`config.mk`:
```
export PLATFORM = sky130hd
export DESIGN_NAME = i2c_byte_master
export DESIGN_NICKNAME = d
export VERILOG_FILES = /design/src/rtl/i2cbm_pkg.sv /design/src/rtl/i2cbm_front.sv /design/src/rtl/i2cbm_engine.sv /design/src/rtl/i2c_byte_master.sv
export SDC_FILE = /design/constraint.sdc
export NUM_CORES = 1
export LEC_CHECK = 0
export ABC_AREA = 1
export ABC_CLOCK_PERIOD_IN_PS = 4450
export BUFFER_PORTS_ARGS = -buffer_cell sky130_fd_sc_hd__buf_4
export CAP_MARGIN = 0
export CORE_MARGIN = 2
export CORE_UTILIZATION = 60
export CTS_BUF_LIST = sky130_fd_sc_hd__clkbuf_2 sky130_fd_sc_hd__clkbuf_4 sky130_fd_sc_hd__clkbuf_8
export CTS_CLUSTER_DIAMETER = 150
export CTS_CLUSTER_SIZE = 10
export DETAILED_ROUTE_END_ITERATION = 10
export GPL_ROUTABILITY_DRIVEN = 0
export GPL_TIMING_DRIVEN = 0
export PLACE_DENSITY = 0.78
export REMOVE_ABC_BUFFERS = 1
export SLEW_MARGIN = 25
export SYNTH_ARGS = -nofsm -noshare
export SYNTH_HDL_FRONTEND = slang
export SYNTH_SLANG_ARGS = --single-unit
export TNS_END_PERCENT = 5
```
`constraint.sdc`:
```
create_clock -name clk -period 4.45 [get_ports clk]
set_input_delay 0.6675 -clock clk [delete_from_list [all_inputs] [get_ports clk]]
set_output_delay 0.6675 -clock clk [all_outputs]
set_load 0.05 [all_outputs]
```
`src/rtl/i2cbm_pkg.sv`:
```
// Shared types and constants for the I2C byte master.
`default_nettype none
package i2cbm_pkg;
    localparam logic [2:0] OP_TICK  = 3'd0;
    localparam logic [2:0] OP_START = 3'd1;
    localparam logic [2:0] OP_STOP  = 3'd2;
    localparam logic [2:0] OP_WRITE = 3'd3;
    localparam logic [2:0] OP_READ  = 3'd4;

    localparam logic [2:0] CFG_LOW     = 3'd0;
    localparam logic [2:0] CFG_HIGH    = 3'd1;
    localparam logic [2:0] CFG_HOLD    = 3'd2;
    localparam logic [2:0] CFG_STRETCH = 3'd3;
    localparam logic [2:0] CFG_ACKPOLL = 3'd4;
    localparam logic [2:0] CFG_LINEWT  = 3'd5;

    localparam logic [1:0] ST_OK      = 2'd0;
    localparam logic [1:0] ST_TIMEOUT = 2'd1;
    localparam logic [1:0] ST_FAIL    = 2'd2;

    localparam logic [1:0] KIND_TICK  = 2'd0;
    localparam logic [1:0] KIND_START = 2'd1;
    localparam logic [1:0] KIND_STOP  = 2'd2;
    localparam logic [1:0] KIND_BYTE  = 2'd3;

    typedef struct packed {
        logic [2:0] opcode;
        logic [7:0] write_byte;
        logic       first_in_run;
        logic       ack_after_read;
        logic       sda_sample;
    } in_item_t;

    typedef struct packed {
        logic       scl_level;
        logic       sda_level;
        logic       ready_res;
        logic       done_res;
        logic [7:0] read_data;
        logic [1:0] status;
    } out_item_t;

    // Classified item handed from front to back.
    typedef struct packed {
        logic [1:0] kind;
        logic       is_read;
        logic [7:0] write_byte;
        logic       flag;
        logic       sda_sample;
    } cmd_t;
endpackage
`default_nettype wire

```
`src/rtl/i2cbm_front.sv`:
```
// Front end: classify input beats and queue them for the bit engine.
`default_nettype none
module i2cbm_front import i2cbm_pkg::*; (
    input  wire logic     clk,
    input  wire logic     rst_n,
    input  wire in_item_t item,
    input  wire logic     push,
    output logic          full,
    output cmd_t          cmd,
    output logic          cmd_valid,
    input  wire logic     cmd_take
);
    cmd_t       q_reg [2];
    logic [1:0] cnt_reg, cnt_next;
    logic       wr_reg, rd_reg;
    cmd_t       c;
    logic       do_push, do_pop;

    always_comb
    begin
        c.write_byte     = item.write_byte;
        c.sda_sample     = item.sda_sample;
        c.is_read        = 1'b0;
        c.flag           = item.first_in_run;
        unique case (item.opcode)
            OP_START: c.kind = KIND_START;
            OP_STOP:  c.kind = KIND_STOP;
            OP_WRITE: c.kind = KIND_BYTE;
            OP_READ:
            begin
                c.kind    = KIND_BYTE;
                c.is_read = 1'b1;
                c.flag    = item.ack_after_read;
            end
            default:  c.kind = KIND_TICK;
        endcase
    end

    assign full      = cnt_reg[1];
    assign cmd_valid = cnt_reg != 2'd0;
    assign cmd       = q_reg[rd_reg];
    assign do_push   = push && !full;
    assign do_pop    = cmd_take && cmd_valid;
    assign cnt_next  = cnt_reg + {1'b0, do_push} - {1'b0, do_pop};

    always_ff @(posedge clk or negedge rst_n)
    begin
        if (!rst_n)
        begin
            cnt_reg <= 2'd0;
            wr_reg  <= 1'b0;
            rd_reg  <= 1'b0;
        end
        else
        begin
            cnt_reg <= cnt_next;
            if (do_push) wr_reg <= !wr_reg;
            if (do_pop)  rd_reg <= !rd_reg;
        end
    end

    always_ff @(posedge clk)
    begin
        if (do_push) q_reg[wr_reg] <= c;
    end
endmodule
`default_nettype wire

```
`src/rtl/i2cbm_engine.sv`:
```
// Back end: tick-driven I2C bit engine with a two-entry result queue.
`default_nettype none
module i2cbm_engine import i2cbm_pkg::*; #(
    parameter int TICK_COUNT_WIDTH = 16
) (
    input  wire logic        clk,
    input  wire logic        rst_n,
    input  wire cmd_t        cmd,
    input  wire logic        cmd_valid,
    output logic             cmd_take,
    input  wire logic [15:0] low_ticks,
    input  wire logic [15:0] high_ticks,
    input  wire logic [15:0] hold_ticks,
    input  wire logic [15:0] stretch_ticks,
    input  wire logic [15:0] ack_poll_limit,
    input  wire logic [15:0] line_wait_limit,
    output out_item_t        result,
    output logic             empty,
    input  wire logic        pop
);
    localparam int TW = TICK_COUNT_WIDTH;
    localparam logic [TW-1:0] TMAX = {TW{1'b1}};

    localparam logic [4:0] PH_IDLE = 5'd0, PH_START_A = 5'd1, PH_START_H = 5'd2,
        PH_STOP_A = 5'd3, PH_STOP_B = 5'd4, PH_W_STRETCH = 5'd5, PH_W_LOW = 5'd6,
        PH_W_HIGH = 5'd7, PH_W_ACKLOW = 5'd8, PH_W_ACKPOLL = 5'd9,
        PH_W_ACKHOLD = 5'd10, PH_R_STRETCH = 5'd11, PH_R_HIGH = 5'd12,
        PH_R_LOW = 5'd13, PH_R_ACKWAIT = 5'd14, PH_R_ACKHIGH = 5'd15;

    logic [4:0]    phase_reg, phase_next;
    logic [3:0]    bit_reg, bit_next;
    logic [7:0]    shift_reg, shift_next;
    logic [TW-1:0] tick_reg, tick_next, tick_inc;
    logic [15:0]   wait_reg, wait_next, wait_inc;
    logic [1:0]    status_reg, status_next;
    logic          scl_reg, scl_next, sda_reg, sda_next;
    logic [1:0]    mode_reg, mode_next;
    logic [15:0]   dur;
    logic [TW-1:0] dur_c;
    logic          tdone, done, read_done;
    out_item_t     r;

    out_item_t  oq_reg [2];
    logic [1:0] ocnt_reg;
    logic       owr_reg, ord_reg;

    assign cmd_take = cmd_valid && !ocnt_reg[1];

    // Clip the duration to the counter range; zero acts as one tick.
    function automatic logic [TW-1:0] clip(input logic [15:0] d);
        logic [31:0]   w;
        logic [TW-1:0] v;
        w = {16'd0, d};
        if (w > 32'(TMAX)) v = TMAX;
        else v = w[TW-1:0];
        if (v == '0) v = {{(TW-1){1'b0}}, 1'b1};
        return v;
    endfunction

    always_comb
    begin
        unique case (phase_reg)
            PH_START_H, PH_STOP_A, PH_STOP_B:   dur = hold_ticks;
            PH_W_STRETCH, PH_R_STRETCH:          dur = stretch_ticks;
            PH_W_LOW, PH_W_ACKLOW, PH_R_LOW:     dur = low_ticks;
            default:                             dur = high_ticks;
        endcase
        dur_c    = clip(dur);
        tick_inc = (tick_reg < TMAX) ? tick_reg + 1'b1 : tick_reg;
        tdone    = tick_inc >= dur_c;
        wait_inc = wait_reg + 16'd1;
    end

    always_comb
    begin
        phase_next  = phase_reg;
        bit_next    = bit_reg;
        shift_next  = shift_reg;
        tick_next   = tick_reg;
        wait_next   = wait_reg;
        status_next = status_reg;
        scl_next    = scl_reg;
        sda_next    = sda_reg;
        mode_next   = mode_reg;
        done        = 1'b0;
        read_done   = 1'b0;
        if (phase_reg == PH_IDLE)
        begin
            tick_next = '0;
            unique case (cmd.kind)
                KIND_START:
                begin
                    status_next = ST_OK; mode_next = 2'b00;
                    scl_next = 1'b1; sda_next = 1'b1; phase_next = PH_START_A;
                end
                KIND_STOP:
                begin
                    status_next = ST_OK; mode_next = 2'b00;
                    sda_next = 1'b0; phase_next = PH_STOP_A;
                end
                KIND_BYTE:
                begin
                    status_next = ST_OK;
                    mode_next   = {cmd.is_read, cmd.flag};
                    bit_next    = 4'd0;
                    if (cmd.is_read)
                    begin
                        shift_next = 8'd0; sda_next = 1'b1;
                        if (stretch_ticks == 16'd0)
                        begin
                            scl_next = 1'b1; phase_next = PH_R_HIGH;
                        end
                        else phase_next = PH_R_STRETCH;
                    end
                    else
                    begin
                        shift_next = cmd.write_byte;
                        if (stretch_ticks == 16'd0)
                        begin
                            scl_next = 1'b0; sda_next = cmd.write_byte[7];
                            phase_next = PH_W_LOW;
                        end
                        else phase_next = PH_W_STRETCH;
                    end
                end
                default: ;
            endcase
        end
        else
        begin
            tick_next = tick_inc;
            unique case (phase_reg)
                PH_START_A:
                begin
                    sda_next = 1'b0; phase_next = PH_START_H; tick_next = '0;
                end
                PH_START_H, PH_W_ACKHOLD:
                    if (tdone)
                    begin
                        scl_next = 1'b0; phase_next = PH_IDLE; done = 1'b1;
                        tick_next = '0;
                    end
                PH_STOP_A:
                    if (tdone)
                    begin
                        scl_next = 1'b1; phase_next = PH_STOP_B; tick_next = '0;
                    end
                PH_STOP_B:
                    if (tdone)
                    begin
                        sda_next = 1'b1; phase_next = PH_IDLE; done = 1'b1;
                        read_done = mode_reg[1]; tick_next = '0;
                    end
                PH_W_STRETCH:
                    if (tdone)
                    begin
                        scl_next = 1'b0; sda_next = shift_reg[7]; bit_next = 4'd0;
                        phase_next = PH_W_LOW; tick_next = '0;
                    end
                PH_W_LOW:
                    if (tdone)
                    begin
                        scl_next = 1'b1; phase_next = PH_W_HIGH; tick_next = '0;
                    end
                PH_W_HIGH:
                    if (tdone)
                    begin
                        shift_next = {shift_reg[6:0], 1'b0};
                        bit_next   = bit_reg + 4'd1;
                        scl_next   = 1'b0;
                        tick_next  = '0;
                        if (bit_next >= 4'd8)
                        begin
                            sda_next = 1'b1; phase_next = PH_W_ACKLOW;
                        end
                        else
                        begin
                            sda_next = shift_reg[6]; phase_next = PH_W_LOW;
                        end
                    end
                PH_W_ACKLOW:
                    if (tdone)
                    begin
                        scl_next = 1'b1; wait_next = 16'd0;
                        phase_next = PH_W_ACKPOLL; tick_next = '0;
                    end
                PH_W_ACKPOLL:
                begin
                    tick_next = tick_reg;
                    if (!cmd.sda_sample)
                    begin
                        status_next = ST_OK; phase_next = PH_W_ACKHOLD; tick_next = '0;
                    end
                    else
                    begin
                        wait_next = wait_inc;
                        if (wait_inc >= ((ack_poll_limit == 16'd0) ? 16'd1 : ack_poll_limit))
                        begin
                            status_next = mode_reg[0] ? ST_TIMEOUT : ST_FAIL;
                            scl_next = 1'b0; phase_next = PH_IDLE; done = 1'b1;
                            tick_next = '0;
                        end
                    end
                end
                PH_R_STRETCH:
                    if (tdone)
                    begin
                        scl_next = 1'b1; bit_next = 4'd0;
                        phase_next = PH_R_HIGH; tick_next = '0;
                    end
                PH_R_HIGH:
                    if (tdone)
                    begin
                        shift_next = {shift_reg[6:0], cmd.sda_sample};
                        bit_next   = bit_reg + 4'd1;
                        scl_next   = 1'b0;
                        tick_next  = '0;
                        if (bit_next >= 4'd8)
                        begin
                            sda_next = !mode_reg[0]; wait_next = 16'd0;
                            phase_next = PH_R_ACKWAIT;
                        end
                        else phase_next = PH_R_LOW;
                    end
                PH_R_LOW:
                    if (tdone)
                    begin
                        scl_next = 1'b1; phase_next = PH_R_HIGH; tick_next = '0;
                    end
                PH_R_ACKWAIT:
                begin
                    tick_next = tick_reg;
                    if (cmd.sda_sample == sda_reg)
                    begin
                        scl_next = 1'b1; phase_next = PH_R_ACKHIGH; tick_next = '0;
                    end
                    else
                    begin
                        wait_next = wait_inc;
                        if (wait_inc >= ((line_wait_limit == 16'd0) ? 16'd1
                                                                   : line_wait_limit))
                        begin
                            scl_next = 1'b1; phase_next = PH_R_ACKHIGH; tick_next = '0;
                        end
                    end
                end
                PH_R_ACKHIGH:
                    if (tdone)
                    begin
                        scl_next = 1'b0; tick_next = '0;
                        if (mode_reg[0])
                        begin
                            phase_next = PH_IDLE; done = 1'b1; read_done = 1'b1;
                        end
                        else
                        begin
                            sda_next = 1'b0; phase_next = PH_STOP_A;
                        end
                    end
                default:
                begin
                    phase_next = PH_IDLE; tick_next = '0;
                end
            endcase
        end
        r.scl_level = scl_next;
        r.sda_level = sda_next;
        r.ready_res = phase_next == PH_IDLE;
        r.done_res  = done;
        r.read_data = read_done ? shift_next : 8'd0;
        r.status    = status_next;
    end

    always_ff @(posedge clk or negedge rst_n)
    begin
        if (!rst_n)
        begin
            phase_reg <= PH_IDLE; bit_reg <= 4'd0; shift_reg <= 8'd0;
            tick_reg <= '0; wait_reg <= 16'd0; status_reg <= ST_OK;
            scl_reg <= 1'b1; sda_reg <= 1'b1; mode_reg <= 2'b00;
        end
        else if (cmd_take)
        begin
            phase_reg <= phase_next; bit_reg <= bit_next; shift_reg <= shift_next;
            tick_reg <= tick_next; wait_reg <= wait_next; status_reg <= status_next;
            scl_reg <= scl_next; sda_reg <= sda_next; mode_reg <= mode_next;
        end
    end

    assign empty  = ocnt_reg == 2'd0;
    assign result = oq_reg[ord_reg];

    always_ff @(posedge clk or negedge rst_n)
    begin
        if (!rst_n)
        begin
            ocnt_reg <= 2'd0; owr_reg <= 1'b0; ord_reg <= 1'b0;
        end
        else
        begin
            ocnt_reg <= ocnt_reg + {1'b0, cmd_take} - {1'b0, pop && !empty};
            if (cmd_take) owr_reg <= !owr_reg;
            if (pop && !empty) ord_reg <= !ord_reg;
        end
    end

    always_ff @(posedge clk)
    begin
        if (cmd_take) oq_reg[owr_reg] <= r;
    end
endmodule
`default_nettype wire

```
`src/rtl/i2c_byte_master.sv`:
```
// Top level of the tick-driven I2C byte master.
//
// Usage: each input beat is one time tick or one command (start, stop,
// write byte, read byte) together with the sampled SDA level. Push a beat
// while full is low; every beat yields exactly one result beat, read while
// empty is low and taken with pop.
// The front end classifies beats into a two-entry command queue; the bit
// engine consumes one queued beat per cycle while the result queue is not
// full and writes its result into a two-entry result queue. Throughput is
// one beat per cycle unless the receiver stalls. A pushed beat goes through
// the command queue register, then the result queue register, to its result.
// When the receiver stalls, the result queue fills, the engine holds its
// state, the command queue fills and full rises; nothing is lost.
// Configuration writes go through cfg_valid/cfg_ready (always ready) and
// must be issued only while the block is idle.
// Reset: all timing registers return to defaults (5,5,5,7,100,1000), the
// engine returns to idle with SCL and SDA released, and both queues empty.
`default_nettype none
module i2c_byte_master import i2cbm_pkg::*; #(
    parameter int TICK_COUNT_WIDTH = 16
) (
    input  wire logic        clk,
    input  wire logic        rst_n,
    input  wire in_item_t    in_item,
    input  wire logic        push,
    output logic             full,
    output out_item_t        out_item,
    output logic             empty,
    input  wire logic        pop,
    input  wire logic        cfg_valid,
    output logic             cfg_ready,
    input  wire logic [2:0]  cfg_index,
    input  wire logic [15:0] cfg_data
);
    logic [15:0] low_reg, high_reg, hold_reg, stretch_reg, ackpoll_reg, linewt_reg;
    cmd_t        cmd;
    logic        cmd_valid, cmd_take;

    assign cfg_ready = 1'b1;

    // Register file; writes beyond the list are dropped.
    always_ff @(posedge clk or negedge rst_n)
    begin
        if (!rst_n)
        begin
            low_reg <= 16'd5; high_reg <= 16'd5; hold_reg <= 16'd5;
            stretch_reg <= 16'd7; ackpoll_reg <= 16'd100; linewt_reg <= 16'd1000;
        end
        else if (cfg_valid)
        begin
            case (cfg_index)
                CFG_LOW:     low_reg     <= cfg_data;
                CFG_HIGH:    high_reg    <= cfg_data;
                CFG_HOLD:    hold_reg    <= cfg_data;
                CFG_STRETCH: stretch_reg <= cfg_data;
                CFG_ACKPOLL: ackpoll_reg <= cfg_data;
                CFG_LINEWT:  linewt_reg  <= cfg_data;
                default: ;
            endcase
        end
    end

    i2cbm_front u_front (
        .clk(clk), .rst_n(rst_n), .item(in_item), .push(push), .full(full),
        .cmd(cmd), .cmd_valid(cmd_valid), .cmd_take(cmd_take)
    );

    i2cbm_engine #(.TICK_COUNT_WIDTH(TICK_COUNT_WIDTH)) u_engine (
        .clk(clk), .rst_n(rst_n), .cmd(cmd), .cmd_valid(cmd_valid),
        .cmd_take(cmd_take), .low_ticks(low_reg), .high_ticks(high_reg),
        .hold_ticks(hold_reg), .stretch_ticks(stretch_reg),
        .ack_poll_limit(ackpoll_reg), .line_wait_limit(linewt_reg),
        .result(out_item), .empty(empty), .pop(pop)
    );
endmodule
`default_nettype wire
```
* After elaboration in Yosys (flattened, before gate mapping)
Memories as Yosys holds them, arrays and structs flattened.
Index checks and enable logic that the tools add are counted.
** Storage, ports and cells
- Output and inout port bits :: 17
- Bits of input ports :: 38
- Bits in read-only memories :: 0
- Register bits after elaboration :: 159
- Bits in latches :: 0
- Memories kept :: 2
- Memory bits (writable) :: 54
** Operators by class
- Reductions and logical operators :: 46
- $mul :: 0
- Add/sub/neg operators :: 7
- Mux-type cells :: 101
- Div/mod/pow operators :: 0
- $lt $le $gt $ge :: 5
- Eq/ne operators :: 38
- Bitwise logic cells :: 1
- Shifts and indexed selects :: 0
** Memories
- u_engine.oq_reg :: depth 2, width 14, rd ports 1, clocked after memory_dff 0, write ports 1, line i2cbm_engine.sv:43 : out_item_t oq_reg [2];
- u_front.q_reg :: depth 2, width 13, rd ports 1, clocked after memory_dff 0, write ports 1, line i2cbm_front.sv:13 : cmd_t q_reg [2];
** Operators by type and width (number)
- $mux W16 :: 15
- $pmux W16 S3 :: 2
- $mux W5 :: 15
- $logic_not A16 Y1 :: 4
- $pmux W16 S4 :: 1
- $pmux W5 S12 :: 1
- $ge A16 B16 Y1 :: 3
- $mux W8 :: 6
- $eq A5 B4 Y1 const B :: 8
- $mux W1 :: 35
- $add A16 B1 Y16 const B :: 2
- $eq A5 B3 Y1 const B :: 4
- $mux W4 :: 5
- $mux W2 :: 9
- $lt A16 B16 Y1 const B :: 1
- $pmux W8 S2 :: 1
- $pmux W5 S3 :: 1
- $eq A3 B2 Y1 const B :: 4
- $reduce_and A2 Y1 :: 6
- $reduce_or A12 Y1 :: 1
- $reduce_or A3 Y1 :: 4
- $eq A5 B2 Y1 const B :: 2
- $logic_not A5 Y1 :: 2
- $reduce_or A2 Y1 :: 5
- other kinds (36) :: 61

* Logic depth before layout (Yosys ltp)
Gate-level depths: netlist of the first run.
- Word-level depth :: 10
- Gate-level depth with buffers :: 35
- Depth with buffers taken out :: 34

* By module
Synthesis of the first run repeated with hierarchy kept, for this count alone.
** Unflattened totals
- Cells, all modules :: 1576
- Area total of the unflattened synthesis :: 12231.7 sq um
** By module, submodules not included
- i2cbm_engine :: instances 1, cells each 1049, area each 7233.2 sq um
- i2c_byte_master :: instances 1, cells each 427, area each 3808.7 sq um
- i2cbm_front :: instances 1, cells each 100, area each 1189.9 sq um

* Least setup slack after synthesis of the first run
Ideal clock, no wire load.
- Path type :: register to register
- From :: register u_engine.tick_reg[0]
- To :: memory u_engine.oq_reg[0][2] in the netlist's numbering, data pin
- Period minus slack after synthesis :: 3369 ps
- Data required time :: 4170 ps
- Cell stages (with the launch flop) :: 24
- Setup time :: 280 ps
- Path buffers :: 1
- Setup slack :: 1081 ps
- Arrival time :: 3090 ps
- Path through :: dfrtp_1 -> ha_1 -> inv_1 -> nor3_2 -> nand3_1 -> nor3_2 -> nand2_2 -> inv_2 -> nor3_1 -> nand2_1 -> nor2_1 -> nor2_2 -> ha_1 -> nand2_1 -> nand2_1 -> nand2_1 -> nand2_1 -> nor2_1 -> nand2_1 -> nand2_1 -> nand2_2 -> buf_2 -> a31oi_1 -> nor2_1
** RTL lines
- start: declaration :: line i2cbm_engine.sv:33 : logic [TW-1:0] tick_reg, tick_next, tick_inc;
- start signal: assignment :: line i2cbm_engine.sv:285 : tick_reg <= tick_next; wait_reg <= wait_next; status_reg <= status_next;
- end: declaration :: line i2cbm_engine.sv:43

==> out/metrics.yaml, run 1 <==
timing:
  worst_hold_slack_ns: 0.0990
  fin_crit_sh_pct: 92.3
  post-route-min-period_ns: 4.11
  clock_skew_ns: 0.0259
  setup_viol: 0
  max_freq_mhz: 243
  slew_viol_final: 0
  worst_pin_slew_ns: 0.948
  slew_headroom_pct: 36.7
  hold_viol_final: 0
  setup_slack_ns: 0.341
clocking:
  htreeDepth: 1
  cts.sinks: 213
  clkTransAtPathRegs_ns: 0.08
  cts_buffer_depth: 3
  cts-buffers-inserted: 25
  insertion_delay_ns: 0.56
  cts_hold_buf: 0
  cts_tree: "done"
  clock-root-buffer: "clkbuf_8"
global_routing:
  overflow: 0
  grt_pass1_vias: 9470
  antenna_found_initial: 0
  grt_max_degree: 85
  grt_pass1_wl_mm: 46.3
  grt_usage_pct: 28.0
logic_synthesis:
  synth.avg_cell_area_um2: 8.15
  seq_area_frac_synth_pct: 47.7
  synth_seq_cells: 213
  yosys_warnings: 0
  synth_flop_cell: "dfrtp_1"
  synthMuxAreaShare_pct: 0.170
  async_reset_ff_share_pct: 74.6
  synthSimpleGateAreaFrac_pct: 23.6
  synth_edf_count: 54
  synth_cell_type_count: 53
  synth_top_family_by_area: "simple AND/OR/NAND/NOR gates"
  syn-cell-area_um2: 11800
  synth_compound_area_share_pct: 12.7
  synthCells: 1449
  synth_fa_ha_area_share_pct: 5.94
  synth-xor-area-share_pct: 2.15
cells_and_area:
  syn2layout_area_growth_pct: 10.9
  fin_nets: 1600
  diodes: 0
  layout_common_cells: "414 x nand2_1, 174 x o21ai_0, 166 x inv_1"
  layout_commonest_cell: "nand2_1"
  fin_cells: 1789
  fin_util_pct: 67.5
  layout-drive-gt1-share_pct: 13.5
  largest_register_ffs: 28
power:
  leakage_nw: 6.37
  p_sw_w: 0.00353
  vdd_ir_drop_max_v: 0.000381
  total_power_w: 0.00795
  cellPowerDensity_nw_per_um2: 607
  switching_share_pct: 44.4
  pwr-share-comb_pct: 46.4
  intPower_w: 0.00442
  pwr-share-seq_pct: 36.2
  power_frac_clock_pct: 17.4
drt:
  wire_per_inst_um: 15.8
  viasPerCell: 5.58
  drt_iter0_drc: 1147
  postRouteAntennaNets: 0
  vias: 9989
  wirelength_mm: 28.2
  drc: 0
  dr.pass1.iters: 7
critical_path:
  rrSetupSlack_ns: 0.34
  arrival_ns: 4.33
  crit_type: "register to register"
  cp_max_fo: 18
  critPathRequiredTime_ns: 4.67
  startpoint_type: "register"
  cp-end-kind: "register"
floorplanning:
  die_h_um: 144
  std_cell_rows: 51
  coreArea_um2: 19400
  die_x_um: 144
  io_pins: 55
  design.die.area_um2: 20800
  start_util_pct: 60.8
min_path:
  hp-class: "primary input to asynchronous set/reset pin"
placed_design:
  io_buffer_count: 53
  place_ws_ns: -1.16
  numPlacedInstances: 1727
  dp_hpwl_mm: 19.9
run_status:
  status: "finished, final reports clean"
run:
  drv_cap: 0
[per-stage QoR]
stage               setup TNS, ns  cell area, um^2
floorplan                       0            11600
CTS                             0            13000
global route             -0.00698            13100
global placement           -29.39            12300
finish                          0            13100
detailed placement         -29.60            12400
[critical path, stage by stage (launching register included)]
cell,delay (ns)
dfrtp_2,0.53
inv_2,0.14
nand2_1,0.08
nor2_1,0.06
nor2_2,0.15
nand2_4,0.19
nor3_4,0.25
buf_4,0.19
nand2_1,0.06
nand2_1,0.13
nor2_1,0.06
nand3_1,0.08
nor2_1,0.05
nand2_1,0.05
nand2_1,0.05
ha_1,0.28
nand4_1,0.09
nor2_1,0.09
nor2_1,0.04
nand2_1,0.07
nand2_1,0.10
nand2_4,0.19
clkinvlp_4,0.21
buf_4,0.18
nand2_1,0.05
nand3_1,0.08
nand3_1,0.08
o21ai_0,0.23
[routing by layer]
| layer | GRT usage [%] | share of wire, % | up-vias |
|---|---|---|---|
| li1 | - | - | 4857 |
| met1 | 40.2 | 45 | 4750 |
| met2 | 45.6 | 47 | 335 |
| met3 | 3.68 | 6.1 | 47 |
| met4 | 6.95 | 1.8 | 0 |
| met5 | 0 | 0 | - |
[power groups by stage]
| stage | Clock [W] | Sequential (W) | Combinational [W] |
|---|---|---|---|
| floorplan | 0 | 0.00281 | 0.00246 |
| global placement | 0 | 0.00287 | 0.00329 |
| detailed placement | 0 | 0.00290 | 0.00343 |
| CTS | 0.00140 | 0.00287 | 0.00358 |
| global route | 0.00149 | 0.00291 | 0.00412 |
| finish | 0.00138 | 0.00287 | 0.00369 |
[path summary, 6_finish.rpt]
path,end,start,cells past startpoint
max in group asynchronous,u_engine.scl_reg,rst_n,2
worst min register to register,high_reg[1],high_reg[1],2
worst min-delay path,u_engine.tick_reg[6],rst_n,1
worst max-delay path,u_engine.oq_reg[1][13],u_engine.phase_reg[1],27
min in group clk,u_front.q_reg[1][6],in_item[7],1
worst max register to register,u_engine.oq_reg[1][13],u_engine.phase_reg[1],27
[area by class of cell]
cell class / instances / area [um^2]
Fill cell: 1628 / 6310
Sequential cell: 213 / 5630
Multi-Input combinational cell: 1011 / 5340
Inverter: 183 / 698
Timing Repair Buffer: 72 / 597
Clock buffer: 43 / 479
Tap cell: 265 / 332
Clock inverter: 2 / 16.3
[kinds of logic after synthesis]
family,Yosys count
simple gates,654
compound gates,269
buf+inv,225
flops,213
fa+ha+maj,56
xor+xnor,29
mux,2
other cells,1
[cells in the mapped netlist (all sizes together), types with 2 or more instances]
| cell | number | share of area [%] |
|---|---|---|
| and2 | 3 | 0.16 |
| buf | 15 | 0.96 |
| xor2 | 25 | 1.9 |
| nor2 | 111 | 3.9 |
| clkbuf | 27 | 0.88 |
| mux2i | 2 | 0.17 |
| or2 | 3 | 0.16 |
| o21bai | 2 | 0.13 |
| o22ai | 10 | 0.79 |
| nor4 | 12 | 0.64 |
| dfrtp | 139 | 29 |
| ha | 56 | 5.9 |
| a41o | 2 | 0.17 |
| nand3 | 53 | 2.4 |
| o41ai | 4 | 0.30 |
| a31oi | 7 | 0.37 |
| xnor2 | 4 | 0.30 |
| nand4 | 24 | 1.3 |
| o21ai | 180 | 7.8 |
| a21oi | 51 | 2.2 |
| a22oi | 2 | 0.13 |
| o21a | 5 | 0.32 |
| nand2 | 422 | 14 |
| a22o | 2 | 0.15 |
| dfstp | 20 | 4.5 |
| edfxtp | 54 | 14 |
| inv | 183 | 5.8 |
| nor3 | 24 | 1.3 |
[repair_timing]
| item | in CTS | in global routing |
|---|---|---|
| buffers inserted | 6 | 11 |
| gates resized for setup | 7 | 7 |
| pin swaps | 2 | 2 |
| setup endpoints to repair | 73 | 49 |
| cloned | 0 | 0 |
(Power assumes the default switching activity.)
==> run 2: changes to the inputs <==
CORE_UTILIZATION = 34   (was 60)
PLACE_DENSITY = unset   (was 0.78)
PLACE_DENSITY_LB_ADDON = 0.15   (was unset)
==> run 2 against run 1 <==
Register-to-register slack worse by 0.03 ns. Global-route usage shrank 11 points. Worst setup slack got worse by 0.035 ns. Sequential power about the same. Die area is 74% higher. Hold slack improved by 0.20 ns. Wire length rose by 8.0%. First-iteration DRC count fell by 55%. Clock-buffer cell count unchanged. Critical endpoint is now u_engine.wait_reg[0]. Largest cell class unchanged.
==> out/metrics.yaml, run 2 (synthesized netlist as in run 1, its figures left out) <==
critical_path:
  cpMostUsedCell: "nand2_1"
  r2r_end: "u_engine.wait_reg[0]"
  cp-startpoint: "u_engine.phase_reg[2]"
  critical_path.max_stage_delay_ns: 0.45
  crit_path_end: "u_engine.wait_reg[0]"
  arrival_ns: 4.61
  critPathSlowestCell: "dfrtp_1"
  crit_cells: 28
  crit_type: "register to register"
  crit_buf_inv: 6
  cp_top_family: "simple AND/OR/NAND/NOR gates"
  critPathRequiredTime_ns: 4.92
  reg2reg_from: "u_engine.phase_reg[2]"
  ff2ff_path_depth: 28
  rrSetupSlack_ns: 0.31
  startpoint_type: "register"
  cp_max_fo: 18
  cp-end-kind: "register"
clocking:
  cts-buffers-inserted: 25
  cts.sinks: 213
  clock-root-buffer: "clkbuf_8"
  insertion_delay_ns: 0.57
  cts_tree: "done"
  cts_buffer_depth: 3
  clkTransAtPathRegs_ns: 0.09
  htreeDepth: 1
cells_and_area:
  multi_input_area_um2: 5360
  layout_commonest_cell: "nand2_1"
  largest_register_ffs: 28
  fin_cells: 1974
  syn2layout_area_growth_pct: 13.0
  diodes: 0
  regArea_um2: 5630
  layout-drive-gt1-share_pct: 13.2
  nFillCells: 3679
  fin_nets: 1596
  fin_util_pct: 38.8
  layout_common_cells: "413 x nand2_1, 174 x o21ai_0, 166 x inv_1"
power:
  cellPowerDensity_nw_per_um2: 595
  leakage_nw: 6.36
  vdd_ir_drop_max_v: 0.000325
  total_power_w: 0.00794
run:
  drv_cap: 0
timing:
  slew_viol_final: 0
  fin_crit_sh_pct: 93.1
  post-route-min-period_ns: 4.14
  setup_viol: 0
  rsz0062_at_grt: "yes"
  max_freq_mhz: 241
  worst_pin_slew_ns: 0.907
  hold_viol_final: 0
  setup_slack_ns: 0.307
  clock_skew_ns: 0.0269
  slew_headroom_pct: 39.4
  setup_tns_ns: 0
drt:
  wire_per_inst_um: 15.4
  wirelength_mm: 30.5
  drt_iter0_drc: 521
  dr.pass1.iters: 7
  viasPerCell: 4.83
  vias: 9533
  drc: 0
  postRouteAntennaNets: 0
placed_design:
  place_ws_ns: -1.49
  dp_hpwl_mm: 21.7
  numPlacedInstances: 1917
  io_buffer_count: 53
floorplanning:
  start_util_pct: 34.3
  die_h_um: 190
  die_x_um: 190
  io_pins: 55
  coreArea_um2: 34400
  std_cell_rows: 68
  design.die.area_um2: 36200
min_path:
  hold_depth: 1
  hp-class: "primary input to register"
run_status:
  status: "finished, final reports clean"
global_routing:
  grt_pass1_wl_mm: 49.2
  grt_usage_pct: 17.0
  grt_pass1_vias: 9049
  overflow: 0
  grt_max_degree: 74
  antenna_found_initial: 0
-- run 2: stage by stage --
stage,hold WS [ns],instance area [um^2]
final,0.302,13300
after global routing,0.264,13300
after CTS,0.260,13200
after detailed placement,0.473,12600
after global placement,0.466,12600
after floorplan,0.372,11600
-- run 2: per-layer routing --
| metal | track usage, % | vias up | wire length, um | part of all wire (%) |
|---|---|---|---|---|
| met4 | 3.37 | 0 | 444 | 1.5 |
| met3 | 2.10 | 29 | 1220 | 4.0 |
| met5 | 0 | - | 0 | 0 |
| li1 | - | 4849 | - | - |
| met2 | 26.9 | 155 | 13600 | 44 |
| met1 | 25.0 | 4500 | 15200 | 50 |
-- run 2: worst min path at each step --
stage                 from             endpoint  slack [ns]
3_5_place_dp   high_reg[7]          high_reg[7]        0.47
6_report        in_item[8]  u_front.q_reg[0][7]        0.30
5_1_grt         in_item[8]  u_front.q_reg[0][7]        0.26
2_1_floorplan        rst_n       ackpoll_reg[0]        0.37
3_3_place_gp   high_reg[6]          high_reg[6]        0.47
4_1_cts         in_item[8]  u_front.q_reg[1][7]        0.26
-- run 2: area by class of cell --
type,instances,share of cell area [%]
Sequential cell,213,42.2
Clock inverter,1,0.0657
Multi-Input combinational cell,1011,40.2
Clock buffer,43,3.59
Tap cell,455,4.27
Timing Repair Buffer,68,4.39
Inverter,183,5.27
-- run 2: what timing repair did --
item | CTS | global route
resized for setup | 9 | 7
setup endpoints to repair | 74 | 48
hold endpoints to repair | 17 | 0
setup buffers | 4 | 8
pin swaps | 3 | 1
hold buffers | 1 | 0
-- run 2: power by group --
part           total, W  internal, W  switching, W
Clock           0.00140     0.000674      0.000726
Sequential      0.00286      0.00254      0.000317
Combinational   0.00368      0.00116       0.00252
Total           0.00794      0.00438       0.00356
